===== src/sv/pcm_sample_to_float_converter_assert.svh =====
// Assertion macros for the PCM sample converter
`ifndef PCM_SAMPLE_TO_FLOAT_CONVERTER_ASSERT_SVH
`define PCM_SAMPLE_TO_FLOAT_CONVERTER_ASSERT_SVH
`ifndef SYNTHESIS
`define PCM_ASSERT_IMPL(label, clk, rst_n, prop, msg) \
    label: assert property (@(posedge clk) disable iff (!rst_n) prop) else $error(msg);
`define PCM_ASSERT_NEXT(label, clk, rst_n, ante, cons, msg) \
    label: assert property (@(posedge clk) disable iff (!rst_n) (ante) |=> (cons)) else $error(msg);
`else
`define PCM_ASSERT_IMPL(label, clk, rst_n, prop, msg)
`define PCM_ASSERT_NEXT(label, clk, rst_n, ante, cons, msg)
`endif
`endif


===== src/sv/pcm_pkg.sv =====
`timescale 1ns / 1ps
`default_nettype none
package pcm_pkg;
    localparam logic [1:0] FMT_U8  = 2'd0;
    localparam logic [1:0] FMT_S16 = 2'd1;
    localparam logic [1:0] FMT_S24 = 2'd2;
    localparam logic [1:0] FMT_F32 = 2'd3;

    // Stage 1 -> stage 2: sign and magnitude of the fixed-point sample
    typedef struct packed {
        logic        pass;     // float word, pass through
        logic [31:0] raw;
        logic        sign;
        logic [23:0] mag;      // magnitude, Q1.23 scaled (1.0 = 2^23)
    } t_s1;

    // Stage 2 -> stage 3: normalized magnitude
    typedef struct packed {
        logic        pass;
        logic [31:0] raw;
        logic        sign;
        logic        zero;
        logic [4:0]  lz;
        logic [23:0] norm;
    } t_s2;
endpackage
`default_nettype wire


===== src/sv/pcm_stage.sv =====
`timescale 1ns / 1ps
`default_nettype none
// One pipeline register slot with valid/ready; holds when downstream stalls.
module pcm_stage import pcm_pkg::*; (
    input  wire logic        i_clk,
    input  wire logic        i_rst_n,
    input  wire logic        i_valid,
    output logic             o_ready,
    input  wire logic [63:0] i_data,
    output logic             o_valid,
    input  wire logic        i_ready,
    output logic [63:0]      o_data
);
    logic        r_valid;
    logic [63:0] r_data;

    assign o_ready = !r_valid || i_ready;
    assign o_valid = r_valid;
    assign o_data  = r_data;

    always_ff @(posedge i_clk) begin
        if (!i_rst_n) begin
            r_valid <= 1'b0;
        end else if (o_ready) begin
            r_valid <= i_valid;
        end
        if (o_ready && i_valid) begin
            r_data <= i_data;
        end
    end
endmodule
`default_nettype wire


===== src/sv/pcm_sample_to_float_converter.sv =====
`timescale 1ns / 1ps
`default_nettype none
// Channel   Signals                                   Direction
// input     i_valid / o_ready / i_sample_bytes        in
// result    o_valid / i_ready / o_float_bits, o_not_finite  out
// config    i_cfg_we / i_cfg_wdata                    in
//
// Three register stages: decode to sign-magnitude, leading-zero normalize,
// pack exponent/mantissa. One item per clock while the result is not stalled.
// Synchronous active-low reset clears valid bits; format resets to signed 16.
// Each stage holds its item while the next is full and stalled, so a stall
// loses and repeats nothing.
`include "pcm_sample_to_float_converter_assert.svh"
module pcm_sample_to_float_converter import pcm_pkg::*; (
    input  wire logic        i_clk,
    input  wire logic        i_rst_n,
    input  wire logic        i_cfg_we,
    input  wire logic [1:0]  i_cfg_wdata,
    input  wire logic        i_valid,
    output logic             o_ready,
    input  wire logic [31:0] i_sample_bytes,
    output logic             o_valid,
    input  wire logic        i_ready,
    output logic [31:0]      o_float_bits,
    output logic             o_not_finite
);
    logic [1:0] r_fmt;
    always_ff @(posedge i_clk) begin
        if (!i_rst_n) begin
            r_fmt <= FMT_S16;
        end else if (i_cfg_we) begin
            r_fmt <= i_cfg_wdata;
        end
    end

    // Stage 1: decode format into sign and magnitude scaled to 2^23; a float word is marked to pass through
    t_s1 n_s1;
    always_comb begin
        n_s1      = '0;
        n_s1.raw  = i_sample_bytes;
        case (r_fmt)
            FMT_U8: begin
                n_s1.sign = !i_sample_bytes[7];
                n_s1.mag  = i_sample_bytes[7] ? {1'b0, i_sample_bytes[6:0], 16'd0}
                          : {1'b0, 7'd0 - i_sample_bytes[6:0], 16'd0}
                            | {(i_sample_bytes[6:0] == 7'd0), 23'd0};
            end
            FMT_S16: begin
                n_s1.sign = i_sample_bytes[15];
                n_s1.mag  = i_sample_bytes[15]
                          ? {16'd0 - i_sample_bytes[15:0], 8'd0}
                          : {i_sample_bytes[15:0], 8'd0};
            end
            FMT_S24: begin
                n_s1.sign = i_sample_bytes[23];
                n_s1.mag  = i_sample_bytes[23] ? 24'd0 - i_sample_bytes[23:0]
                          : i_sample_bytes[23:0];
            end
            default: begin
                n_s1.pass = 1'b1;
            end
        endcase
    end

    logic        s1_v, s1_r, s2_v, s2_r, s3_v;
    logic [63:0] s1_q, s2_q, s3_q;
    t_s1 s1;
    t_s2 n_s2, s2;
    assign s1 = t_s1'(s1_q[57:0]);
    assign s2 = t_s2'(s2_q[63:0]);

    pcm_stage u_s1 (.i_clk, .i_rst_n, .i_valid(i_valid), .o_ready(o_ready),
        .i_data({6'd0, n_s1}), .o_valid(s1_v), .i_ready(s1_r), .o_data(s1_q));

    // Stage 2: leading-zero count and normalize
    always_comb begin
        n_s2      = '0;
        n_s2.pass = s1.pass;
        n_s2.raw  = s1.raw;
        n_s2.sign = s1.sign;
        n_s2.zero = (s1.mag == 24'd0);
        for (int k = 0; k < 24; k++) begin
            if (s1.mag[k]) n_s2.lz = 5'(23 - k);
        end
        n_s2.norm = s1.mag << n_s2.lz;
    end

    pcm_stage u_s2 (.i_clk, .i_rst_n, .i_valid(s1_v), .o_ready(s1_r),
        .i_data(n_s2), .o_valid(s2_v), .i_ready(s2_r), .o_data(s2_q));

    // Stage 3: pack; magnitude 2^23 is 1.0, so exponent is 127 - lz
    logic [63:0] n_s3;
    logic [7:0]  exp_v;
    always_comb begin
        exp_v = 8'd127 - {3'd0, s2.lz};
        n_s3  = '0;
        if (s2.pass) begin
            n_s3[31:0] = s2.raw;
            n_s3[32]   = (s2.raw[30:23] == 8'hFF);
        end else if (!s2.zero) begin
            n_s3[31:0] = {s2.sign, exp_v, s2.norm[22:0]};
        end
    end

    pcm_stage u_s3 (.i_clk, .i_rst_n, .i_valid(s2_v), .o_ready(s2_r),
        .i_data(n_s3), .o_valid(s3_v), .i_ready(i_ready), .o_data(s3_q));

    assign o_valid      = s3_v;
    assign o_float_bits = s3_q[31:0];
    assign o_not_finite = s3_q[32];

    `PCM_ASSERT_NEXT(a_hold, i_clk, i_rst_n, o_valid && !i_ready, o_valid && $stable(s3_q), "result changed while stalled")
    `PCM_ASSERT_IMPL(a_flag, i_clk, i_rst_n, o_valid && o_not_finite |-> o_float_bits[30:23] == 8'hFF, "flag without all-ones exponent")
    `PCM_ASSERT_NEXT(a_fill, i_clk, i_rst_n, s2_v && s2_r, o_valid, "stage 3 lost an item")
endmodule
`default_nettype wire

===== config.mk =====
export PLATFORM = sky130hd
export DESIGN_NAME = pcm_sample_to_float_converter
export DESIGN_NICKNAME = d
export VERILOG_FILES = /design/src/sv/pcm_pkg.sv /design/src/sv/pcm_stage.sv /design/src/sv/pcm_sample_to_float_converter.sv
export VERILOG_INCLUDE_DIRS = /design/src /design/src/sv
export SDC_FILE = /design/constraint.sdc
export NUM_CORES = 1
export LEC_CHECK = 0
export ABC_AREA = 1
export BUFFER_PORTS_ARGS = -buffer_cell sky130_fd_sc_hd__buf_4
export CORE_ASPECT_RATIO = 1.25
export CORE_MARGIN = 10
export CORE_UTILIZATION = 55
export DETAILED_ROUTE_END_ITERATION = 7
export GPL_TIMING_DRIVEN = 0
export PLACE_DENSITY = 0.75
export SLEW_MARGIN = 20
export SYNTH_ARGS = -nofsm -noshare
export SYNTH_HDL_FRONTEND = slang
export SYNTH_SLANG_ARGS = --single-unit
export TNS_END_PERCENT = 10

===== constraint.sdc =====
create_clock -name i_clk -period 2.8 [get_ports i_clk]
set_clock_uncertainty 0.15 [all_clocks]
set_input_delay 0.28 -clock i_clk [delete_from_list [all_inputs] [get_ports i_clk]]
set_output_delay 0.28 -clock i_clk [all_outputs]
set_load 0.05 [all_outputs]

# ---- Word-level counts from Yosys, hierarchy flattened
# Cells that the tools add are included.
dict set report totals {
  word_cells 62
  register_bits 160
  out_inout_bits 35
}
dict set report op_classes {
  eq_ne 3
  addsub 4
  n_shift 1
  n_mux 31
  reduce_logical 14
  n_bitwise 1
}
# op n
set op_table {}
lappend op_table {{$mux 5} 24}
lappend op_table {{$pmux 25 s3} 1}
lappend op_table {{$mux 24} 3}
lappend op_table {{$mux 32} 2}
lappend op_table {{$logic_not 24->1} 1}
lappend op_table {{$or 23x24->24} 1}
lappend op_table {{$shl 24x5->24} 1}
lappend op_table {{$sub 1x24->24 const A} 1}
lappend op_table {{$sub 1x16->16 const A} 1}
lappend op_table {{$eq 8x8->1 const B} 1}
lappend op_table {{$sub 7x5->8 const A} 1}
lappend op_table {{$logic_not 7->1} 1}
lappend op_table {{$sub 1x7->7 const A} 1}
lappend op_table {{$logic_not 1->1} 4}
lappend op_table {{$logic_and 1x1->1} 3}
lappend op_table {{$logic_or 1x1->1} 3}
lappend op_table {{$reduce_or 3->1} 1}
lappend op_table {{$eq 2x1->1 const B} 1}
lappend op_table {{$eq 2x2->1 const B} 1}
lappend op_table {{$logic_not 2->1} 1}
lappend op_table {{$mux 1} 1}

# ---- Longest topological paths before layout
# Gate-level depths: netlist of run 1.
dict set report logic_depth {
  ltp_word 25
  mapped_depth 31
}

# ---- Cells and area by module
# From an unflattened synthesis of run 1, not the netlist that was laid out.
dict set report hier_totals {
  cells_unflattened 860
  hier_area_um2 8961.1
}
# mod n_inst cells_per_inst area_each_um2 seq_area_each_um2
set by_module_without_submodules {}
lappend by_module_without_submodules {pcm_stage 3 71 1973.1 1941.9}
lappend by_module_without_submodules {pcm_sample_to_float_converter 1 647 3041.7 40.0}

# ---- Worst setup path after synthesis of run 1
# Ideal clock, no wire load.
dict set report synth_path {
  kind {register to register}
  from {register u_s3.r_valid, in the netlist u_s3.o_valid}
  to {register u_s1.r_data[0], in the netlist u_s1.o_data[0], enable pin}
  t_required_ps 2238
  period_less_slack_ps 2898
  t_arrival_ps 2336
  stages_incl_launch_ff 6
  path_slack_ps -98
  setup_ps 412
  path_cell_list {dfxtp_1 nand2_1 nor2_1 nand2_1 nand2_1 inv_1}
}
dict set report synth_between {
  elab_chain_cells 5
}
# element line
set synth_lines {}
lappend synth_lines {{from (decl)} pcm_stage.sv:14} ;# logic r_valid;
lappend synth_lines {{from (signal assigned)} pcm_stage.sv:25} ;# r_valid <= i_valid;
lappend synth_lines {{$logic_not 1->1} pcm_stage.sv:17} ;# assign o_ready = !r_valid || i_ready;
lappend synth_lines {{$logic_or 1x1->1 (3 in series)} pcm_stage.sv:17}
lappend synth_lines {{via o_ready} pcm_sample_to_float_converter.sv:20} ;# output logic o_ready,
lappend synth_lines {{$logic_and 1x1->1} pcm_stage.sv:27} ;# if (o_ready && i_valid) begin
lappend synth_lines {{to (signal assigned)} pcm_stage.sv:28} ;# r_data <= i_data;
lappend synth_lines {{to (decl)} pcm_stage.sv:15} ;# logic [63:0] r_data;
# The timed path passes the listed nets, and every way through them passes these cells.
# A chain may end at the register's enable or synchronous reset.

# ---- Worst setup path after layout of run 1
dict set report layout_path {
  from {register u_s1.r_data[2], in the netlist u_s1.o_data[2]}
  to {register u_s2.r_data[14], in the netlist u_s2.o_data[14], data pin}
}
dict set report layout_between {
  elab_chain_cells 23
}
# element line
set layout_lines {}
lappend layout_lines {{$mux 5 (22 in series)} pcm_sample_to_float_converter.sv:83} ;# if (s1.mag[k]) n_s2.lz = 5'(23 - k);
lappend layout_lines {{$shl 24x5->24 (*)} pcm_sample_to_float_converter.sv:85} ;# n_s2.norm = s1.mag << n_s2.lz;
lappend layout_lines {{to (signal assigned)} pcm_stage.sv:28}
lappend layout_lines {{to (decl)} pcm_stage.sv:15}
# Every way passes the cells marked *; elsewhere a longest branch is shown, timed or not.

==> impl_results.md, run 1 <==
- Status: finished, violations left
- Failing checks: negative setup slack
- Startpoint type of the worst setup path: flip-flop
- Simple-gate share of the synthesized area: about a fifth
- Worst-skew pair later-pin latency: 0.43 ns
- Seq/Total Area, Yosys: 61.5%
- Clock-pin slew on the worst setup and hold paths: ~0.07 ns
- Fin nets: 966
- Synth Flop Type: edfxtp_1
- Area share of fa/ha/maj cells after synthesis: 0.326%
- Gpl congestion: 0.946
- Syn_area_per_cell: 9.78 um^2
- Relative slew slack: a little over half
- Total gr overflow: 0
- Post-synthesis mux area share: 0%
- Vias in the first global route: 6,359
- Syn Std Cell Area: 0.00768 mm^2
- Initial antenna violation count: 0
- Post-layout min period: 2.93 ns
- Drt first pass iters: 6
- Most frequent cells in the layout: edfxtp_1, nand2_1, inv_1, buf_4, nand3_1
- Initial drt markers: about 610
- CTS tree: done
- Most common cell after layout, fill and taps aside: edfxtp_1
- Filler cells: 970
- Ys async rst share: 0%
- Pwr Density: 623 mW/mm^2
- RSZ-0062 raised after global routing: yes
- DRC: 0
- Share of cells above drive strength 1: 25.5%
- Ant diodes: 0
- DRT antenna net count: 0
- Root buffer cell: clkbuf_16
- Largest family of logic cells by synthesized area: simple AND/OR/NAND/NOR gates
- CTS H-Tree Depth: 4
- GR Util All Layers: 22.6%
- FF+latch count, synth: about 160
- Final worst slack: -0.129 ns
- Critical path class: flip-flop to flip-flop
- Port bufs: between 70 and 80
- Largest net degree at the start of global routing: 59
- Crit-path max FO: 10
- Worst Path Required: ~2.9 ns
- Ys Warns: 0
- Die width: between 100 and 150 um
- Max Slew Vio Count: 0
- Drt total wl: ~22,000 um
- CP endpoint kind: flip-flop
- Final hold violations: 0
- Cts bufs inserted: 17
- Vias per inst: about 5.8
- Maxcap violations: 0
- Fmax: between 300 and 400 MHz
- Post-synth EDFFs: 154
- Synth cell types: 37
- Hpwl dp: 16,100 um
- Period utilization: 105%
- Crit path DAT: slightly above 3 ns
- Gate Count Post-Synth: ~790
- Full die area: 0.0191 mm^2
- Die H: 152 um
- Top Ports: 74
- Slew @ Worst Pin: around 0.69 ns
- Wirelength per Cell: roughly 20 um
- Leakage: 4.10 nW
- # clock sinks: approximately 160
- Core area: 0.0138 mm^2
- Total negative slack: -0.750 ns
- Hold/Removal Path Class: input pin to flip-flop
- Initial core utilization: 55.8%
- First-pass GRT wire length: 34,100 um
- Vias: about 6,400
- Synthesized Nets: 826
- Tot Pwr: 6.25 mW
- Peak VDD IR: 0.000401 V
- Cell row count: 48
- Final setup viols: 14
- Complex-gate fraction of the synthesized area: 8.98%
- Max Buffers Root-to-Sink: 2
- P&R area growth vs syn: 30.6%
- XOR/XNOR Fraction of Synth Area: 1.71%
==> critical path, cell delays in order, from the launching register on <==
cell and delay (ns):
edfxtp_1 0.42, inv_2 0.09, buf_4 0.12, a311oi_1 0.09, o31ai_1 0.22, nand2_1 0.10
nand2_1 0.07, nand2_1 0.05, nand2_1 0.06, nand2_1 0.04, nand3_1 0.07, nand3_2 0.14
inv_1 0.22, buf_4 0.25, nand3_1 0.21, nand3_2 0.19, nand2_2 0.10, o21ai_2 0.16
==> path summary, 6_finish.rpt <==
check	cells after the start	slack, ns	endpoint	startpoint
setup / recovery	17	-0.13	u_s2.o_data[14]$_SDFFCE_PP0P_	u_s1.o_data[2]$_SDFFCE_PN0P_
hold / removal	3	0.03	r_fmt[1]$_SDFFE_PN0P_	i_cfg_wdata[1]
setup reg to reg	17	-0.13	u_s2.o_data[14]$_SDFFCE_PP0P_	u_s1.o_data[2]$_SDFFCE_PN0P_
hold reg to reg	0	0.26	u_s2.o_data[46]$_DFFE_PP_	u_s1.o_data[40]$_DFFE_PP_
==> cell type report <==
class | count | area, um^2 | share of cell area (%)
buffer | 30 | 165 | 1.65
clock inverter | 15 | 188 | 1.87
tap | 175 | 219 | 2.18
clock buffer | 17 | 425 | 4.24
sequential | 159 | 4730 | 47.1
multi-input combinational | 494 | 2830 | 28.2
inverter | 102 | 389 | 3.88
timing repair buffer | 121 | 1090 | 10.9
==> flip-flops by register name, summed over array words and instances, names as in the netlist <==
register,count
u_s2.o_valid,1
u_s1.o_data,58
u_s1.o_valid,1
r_fmt,2
u_s3.o_data,33
u_s3.o_valid,1
u_s2.o_data,63
==> Yosys cell counts, types with 6 or more instances <==
cell type | instances | share of area [%]
inv_1 | 95 | 4.6
nand2_2 | 6 | 0.49
nand3_1 | 127 | 8.3
o21ai_1 | 9 | 0.59
clkbuf_1 | 20 | 0.98
nand2_1 | 151 | 7.4
nor2_1 | 48 | 2.3
edfxtp_1 | 154 | 60
a21oi_1 | 22 | 1.4
o21ai_0 | 68 | 4.4
xor2_1 | 13 | 1.5
o211ai_1 | 8 | 0.78
==> metal layers <==
| metal | track usage [%] | vias to the layer above | share of wire (%) |
|---|---|---|---|
| met3 | 3.72 | 70 | 6.2 |
| li1 | - | 3007 | - |
| met4 | 11.8 | 0 | 4.7 |
| met2 | 39.5 | 311 | 52 |
| met1 | 25.9 | 3027 | 37 |
| met5 | 0 | - | 0 |
==> through the flow <==
step / worst slack, ns / std cells / hold slack, ns / cell area, um^2 / utilization [%]
floorplan: 0.121 / 785 / 0.214 / 7680 / -
global placement: -0.456 / 1033 / 0.254 / 8450 / 61.5
detailed placement: -0.363 / 1035 / 0.255 / 8520 / 62.0
CTS: -0.0165 / 1109 / 0.0310 / 9710 / 70.6
global route: -0.394 / 1113 / 0.0654 / 10000 / 72.9
finish: -0.129 / 1113 / 0.0350 / 10000 / 72.9
==> power breakdown <==
part | internal, mW | switching [mW] | total (mW)
combinational | 0.389 | 0.719 | 1.11
clock | 1.22 | 1.08 | 2.29
sequential | 2.79 | 0.0635 | 2.85
==> cells by family (layout without fill, tap and decap cells) <==
kind of cell,after synthesis,count (layout)
fa+ha+maj,2,2
xor+xnor,15,15
flops,159,159
compound gates,124,124
simple gates,353,353
buf+inv,132,285
==> timing repair <==
action,in CTS,in global routing
hold buffers,35,0
pin swaps,7,14
hold endpoints to repair,37,0
resized for setup,38,68
cloned,1,1
setup endpoints to repair,15,29
buffers inserted,6,2
Power figures use the tool's default switching activity.
==> run 2: changes to the inputs <==
ABC_AREA = not set   (was 1)
==> run 2 against run 1 <==
Against the previous run: the run still ends with negative setup slack left; clock power grew 6%; largest cell class unchanged; area after synthesis shrank 2.9%; die area shrank 2.5%; critical path depth shrank 8; critical endpoint is now u_s2.o_data[9]$_SDFFCE_PP0P_; final cell count shrank 16%; worst hold slack lost 0.014 ns; sequential share of layout area grew 0.17 points; synthesized cell count shrank 25%.
==> impl_results.md, run 2 <==
- Post-synth EDFFs: 154 (unchanged)
- Full die area: 0.0186 mm^2 (-2.5%)
- Tot Pwr: 6.42 mW (+2.8%)
- Seq/Total Area, Yosys: 63.4% (+1.8 points)
- Failing checks: negative setup slack
- Crit-path slowest cell: edfxtp_1
- Gate Count Post-Synth: 591 (-25%)
- Die H: 150 um (-1.3%)
- Syn Std Cell Area: 0.00746 mm^2 (-2.9%)
- Root buffer cell: clkbuf_16
- Max Slew Vio Count: 0 (unchanged)
- P&R area growth vs syn: 34.0%
- CP peak stage delay: 0.47 ns (+0.05 ns)
- Status: finished, violations left
- Die width: 124 um (-1.2%)
- Crit path DAT: 2.88 ns (-0.17 ns)
- Syn_area_per_cell: 12.6 um^2 (+29%)
- Most frequent cells in the layout: edfxtp_1, buf_4, nand2_1, nor2_1, dlygate4sd3_1
- Drt first pass iters: 5 (-1)
- CTS H-Tree Depth: 4 (unchanged)
- Ys async rst share: 0% (unchanged)
- Vias in the first global route: 5,428 (-15%)
- Vias per inst: 5.98 (+3.7%)
- Cell Chain, Critical Path: nor3_1, o21ai_0, o221ai_2, a31o_4, buf_4, mux2i_4, nand2_1, a22oi_2, o22ai_1
- Initial antenna violation count: 1 (+1)
- Hold/Removal Path Class: input pin to flip-flop
- Reg2reg start: u_s1.o_data[8]$_SDFFCE_PN0P_
- Cell row count: 47 (-2.1%)
- Ys Warns: 0 (unchanged)
- Drt total wl: 20,400 um (-8.6%)
- Leakage: 3.75 nW (-8.6%)
- Crit-path max FO: 10 (unchanged)
- Post-synth top cells: edfxtp_1, nand2_1, mux2i_1
- Fin nets: 789 (-18%)
- Port bufs: 73 (unchanged)
- Slew @ Worst Pin: 0.721 ns (+0.0301 ns)
- Post-layout min period: 2.88 ns (-0.0478 ns)
- Fmax: 347 MHz (+1.7%)
- Initial core utilization: 56.1% (+0.26 points)
- Peak VDD IR: 0.000402 V (+0.11%)
- Relative slew slack: 51.9% (-1.9 points)
- Filler cells: 847 (-13%)
- DRC: 0 (unchanged)
- Final worst slack: -0.0813 ns (+0.0478 ns)
- FF+latch count, synth: 159 (unchanged)
- FF-to-FF End: u_s2.o_data[9]$_SDFFCE_PP0P_
- Startpoint type of the worst setup path: flip-flop
- Vias: 5,576 (-13%)
- Cts bufs inserted: 17 (unchanged)
- Total negative slack: -0.437 ns (+0.314 ns)
- Worst setup path end: u_s2.o_data[9]$_SDFFCE_PP0P_
- Synthesized Nets: 632 (-23%)
- Share of cells above drive strength 1: 28.5% (+3.0 points)
- CP endpoint kind: flip-flop
- CTS tree: done
- Reg2Reg Depth: 9 (-8)
- Top Ports: 74 (unchanged)
- Core area: 0.0133 mm^2 (-3.4%)
- Clock-pin slew on the worst setup and hold paths: 0.07 ns (about the same)
- Final hold violations: 0 (unchanged)
- Crit path launch: u_s1.o_data[8]$_SDFFCE_PN0P_
- DRT antenna net count: 0 (unchanged)
- Seq. cell area: 0.00472 mm^2 (about the same)
- Max Buffers Root-to-Sink: 2 (unchanged)
- Largest net degree at the start of global routing: 30 (-49%)
- Delay-heaviest family, CP: compound AO/OA/AOI/OAI gates
- Worst-skew pair later-pin latency: 0.42 ns (about the same)
- Reg-to-reg setup timing slack: -0.08 ns (+0.05 ns)
- Critical path class: flip-flop to flip-flop
- # clock sinks: 159 (unchanged)
- Synth Flop Type: edfxtp_1
- Worst Path Required: 2.80 ns (-0.12 ns)
- Gpl congestion: 0.970 (+2.5%)
- Period utilization: 103% (-1.7 points)
- Crit path buffers/inverters: 1 (-3)
- Pwr Density: 643 mW/mm^2 (+3.1%)
- Total gr overflow: 0 (unchanged)
- Dominant cell type by area after synthesis: edfxtp_1
- Most common cell after layout, fill and taps aside: edfxtp_1
- Share of the synthesized area in the top cell type: 62.0% (+1.8 points)
- Top cells by area in the synthesized netlist: edfxtp_1, mux2i_1, xor2_1, a22o_1, nand2_1
- Max reg flops: 63 (unchanged)
- Maxcap violations: 0 (unchanged)
- Final setup viols: 13 (-1)
- RSZ-0062 raised after global routing: yes
- Wirelength per Cell: 21.8 um (+9.0%)
- Top-count cell post-synth: edfxtp_1
- DP Worst Slack: -0.613 ns (-0.250 ns)
- Hpwl dp: 13,800 um (-14%)
- GR Util All Layers: 20.6% (-2.0 points)
- Synth cell types: 55 (+49%)
- First-pass GRT wire length: 29,300 um (-14%)
- Levels on crit path: 9 (-8)
- Initial drt markers: 536 (-12%)
- Area of the multi-input gates: 0.00294 mm^2 (+4.0%)
[run 2: cell count changes after synthesis, moves of 9 or more]
cell     change
a22o_1      +24
inv_1       -80
mux2i_1     +43
nand2_1     -99
nand3_1    -121
nor2b_1      +9
o21ai_0     -48
o22ai_1     +18
xor2_1      +16
[run 2: power by group]
| group | internal [mW] | leakage [nW] | switching (mW) |
|---|---|---|---|
| sequential | 2.80 | 1.52 | 0.105 |
| clock | 1.44 | 0.305 | 0.991 |
| combinational | 0.479 | 1.92 | 0.607 |
[run 2: worst reg2reg max path, stage by stage (launching register included)]
cell,delay (ns)
edfxtp_1,0.47
nor3_1,0.29
o21ai_0,0.20
o221ai_2,0.20
a31o_4,0.21
buf_4,0.24
mux2i_4,0.29
nand2_1,0.15
a22oi_2,0.26
o22ai_1,0.15
[run 2: worst min-delay path by stage]
stage | cells after the start | end | from | slack (ns)
floorplan | 1 | r_fmt[0]$_SDFFE_PN1P_ | i_rst_n | 0.19
global placement | 0 | u_s2.o_data[57]$_DFFE_PP_ | u_s1.o_data[51]$_DFFE_PP_ | 0.25
detailed placement | 0 | u_s2.o_data[33]$_DFFE_PP_ | u_s1.o_data[27]$_DFFE_PP_ | 0.25
CTS | 3 | r_fmt[1]$_SDFFE_PN0P_ | i_cfg_we | 0.02
global route | 3 | r_fmt[1]$_SDFFE_PN0P_ | i_cfg_we | 0.04
finish | 3 | r_fmt[1]$_SDFFE_PN0P_ | i_cfg_we | 0.02
[run 2: cell families (layout without fill, tap and decap cells)]
logic type      Yosys count  in the layout  synth area share (%)
simple gates            164            164                  10.6
compound gates          133            133                  12.4
fa+ha+maj                 2              2                 0.336
mux                      43             43                  5.77
buf+inv                  52            222                  2.99
flops                   159            159                  63.4
xor+xnor                 38             38                  4.46
other cells               0              1                     0
[run 2: layout make-up]
| class | instances | area share [%] |
|---|---|---|
| Sequential cell | 159 | 47.3 |
| Multi-Input combinational cell | 380 | 29.4 |
| Timing Repair Buffer | 140 | 12.3 |
| Clock buffer | 17 | 4.26 |
| Tap cell | 171 | 2.14 |
| Clock inverter | 15 | 1.98 |
| Buffer | 34 | 1.93 |
| Inverter | 16 | 0.626 |
| Antenna cell | 1 | 0.0250 |
[run 2: per-layer routing]
metal  vias to the layer above  part of all wire, %  global-route usage (%)
li1                       2559                    -                       -
met1                      2704                   38                    24.7
met2                       260                   52                    35.0
met3                        53                  5.7                    2.85
met4                         0                  4.2                    10.9
met5                         -                    0                       0
[run 2: through the flow]
step / hold slack [ns] / instances / cell area (um^2) / utilization (%)
floorplan: 0.192 / 591 / 7480 / -
global placement: 0.254 / 835 / 8240 / 62.0
detailed placement: 0.255 / 840 / 8380 / 63.1
CTS: 0.0156 / 915 / 9600 / 72.2
global route: 0.0376 / 933 / 9990 / 75.2
finish: 0.0211 / 933 / 9990 / 75.2
[run 2: what timing repair did]
item / CTS / global route
pin swaps: 3 / 4
gates cloned: 0 / 0
endpoints found under the setup margin: 25 / 27
resized for setup: 40 / 58
hold buffers: 35 / 0
buffers inserted: 10 / 17
hold endpoints to repair: 37 / 0
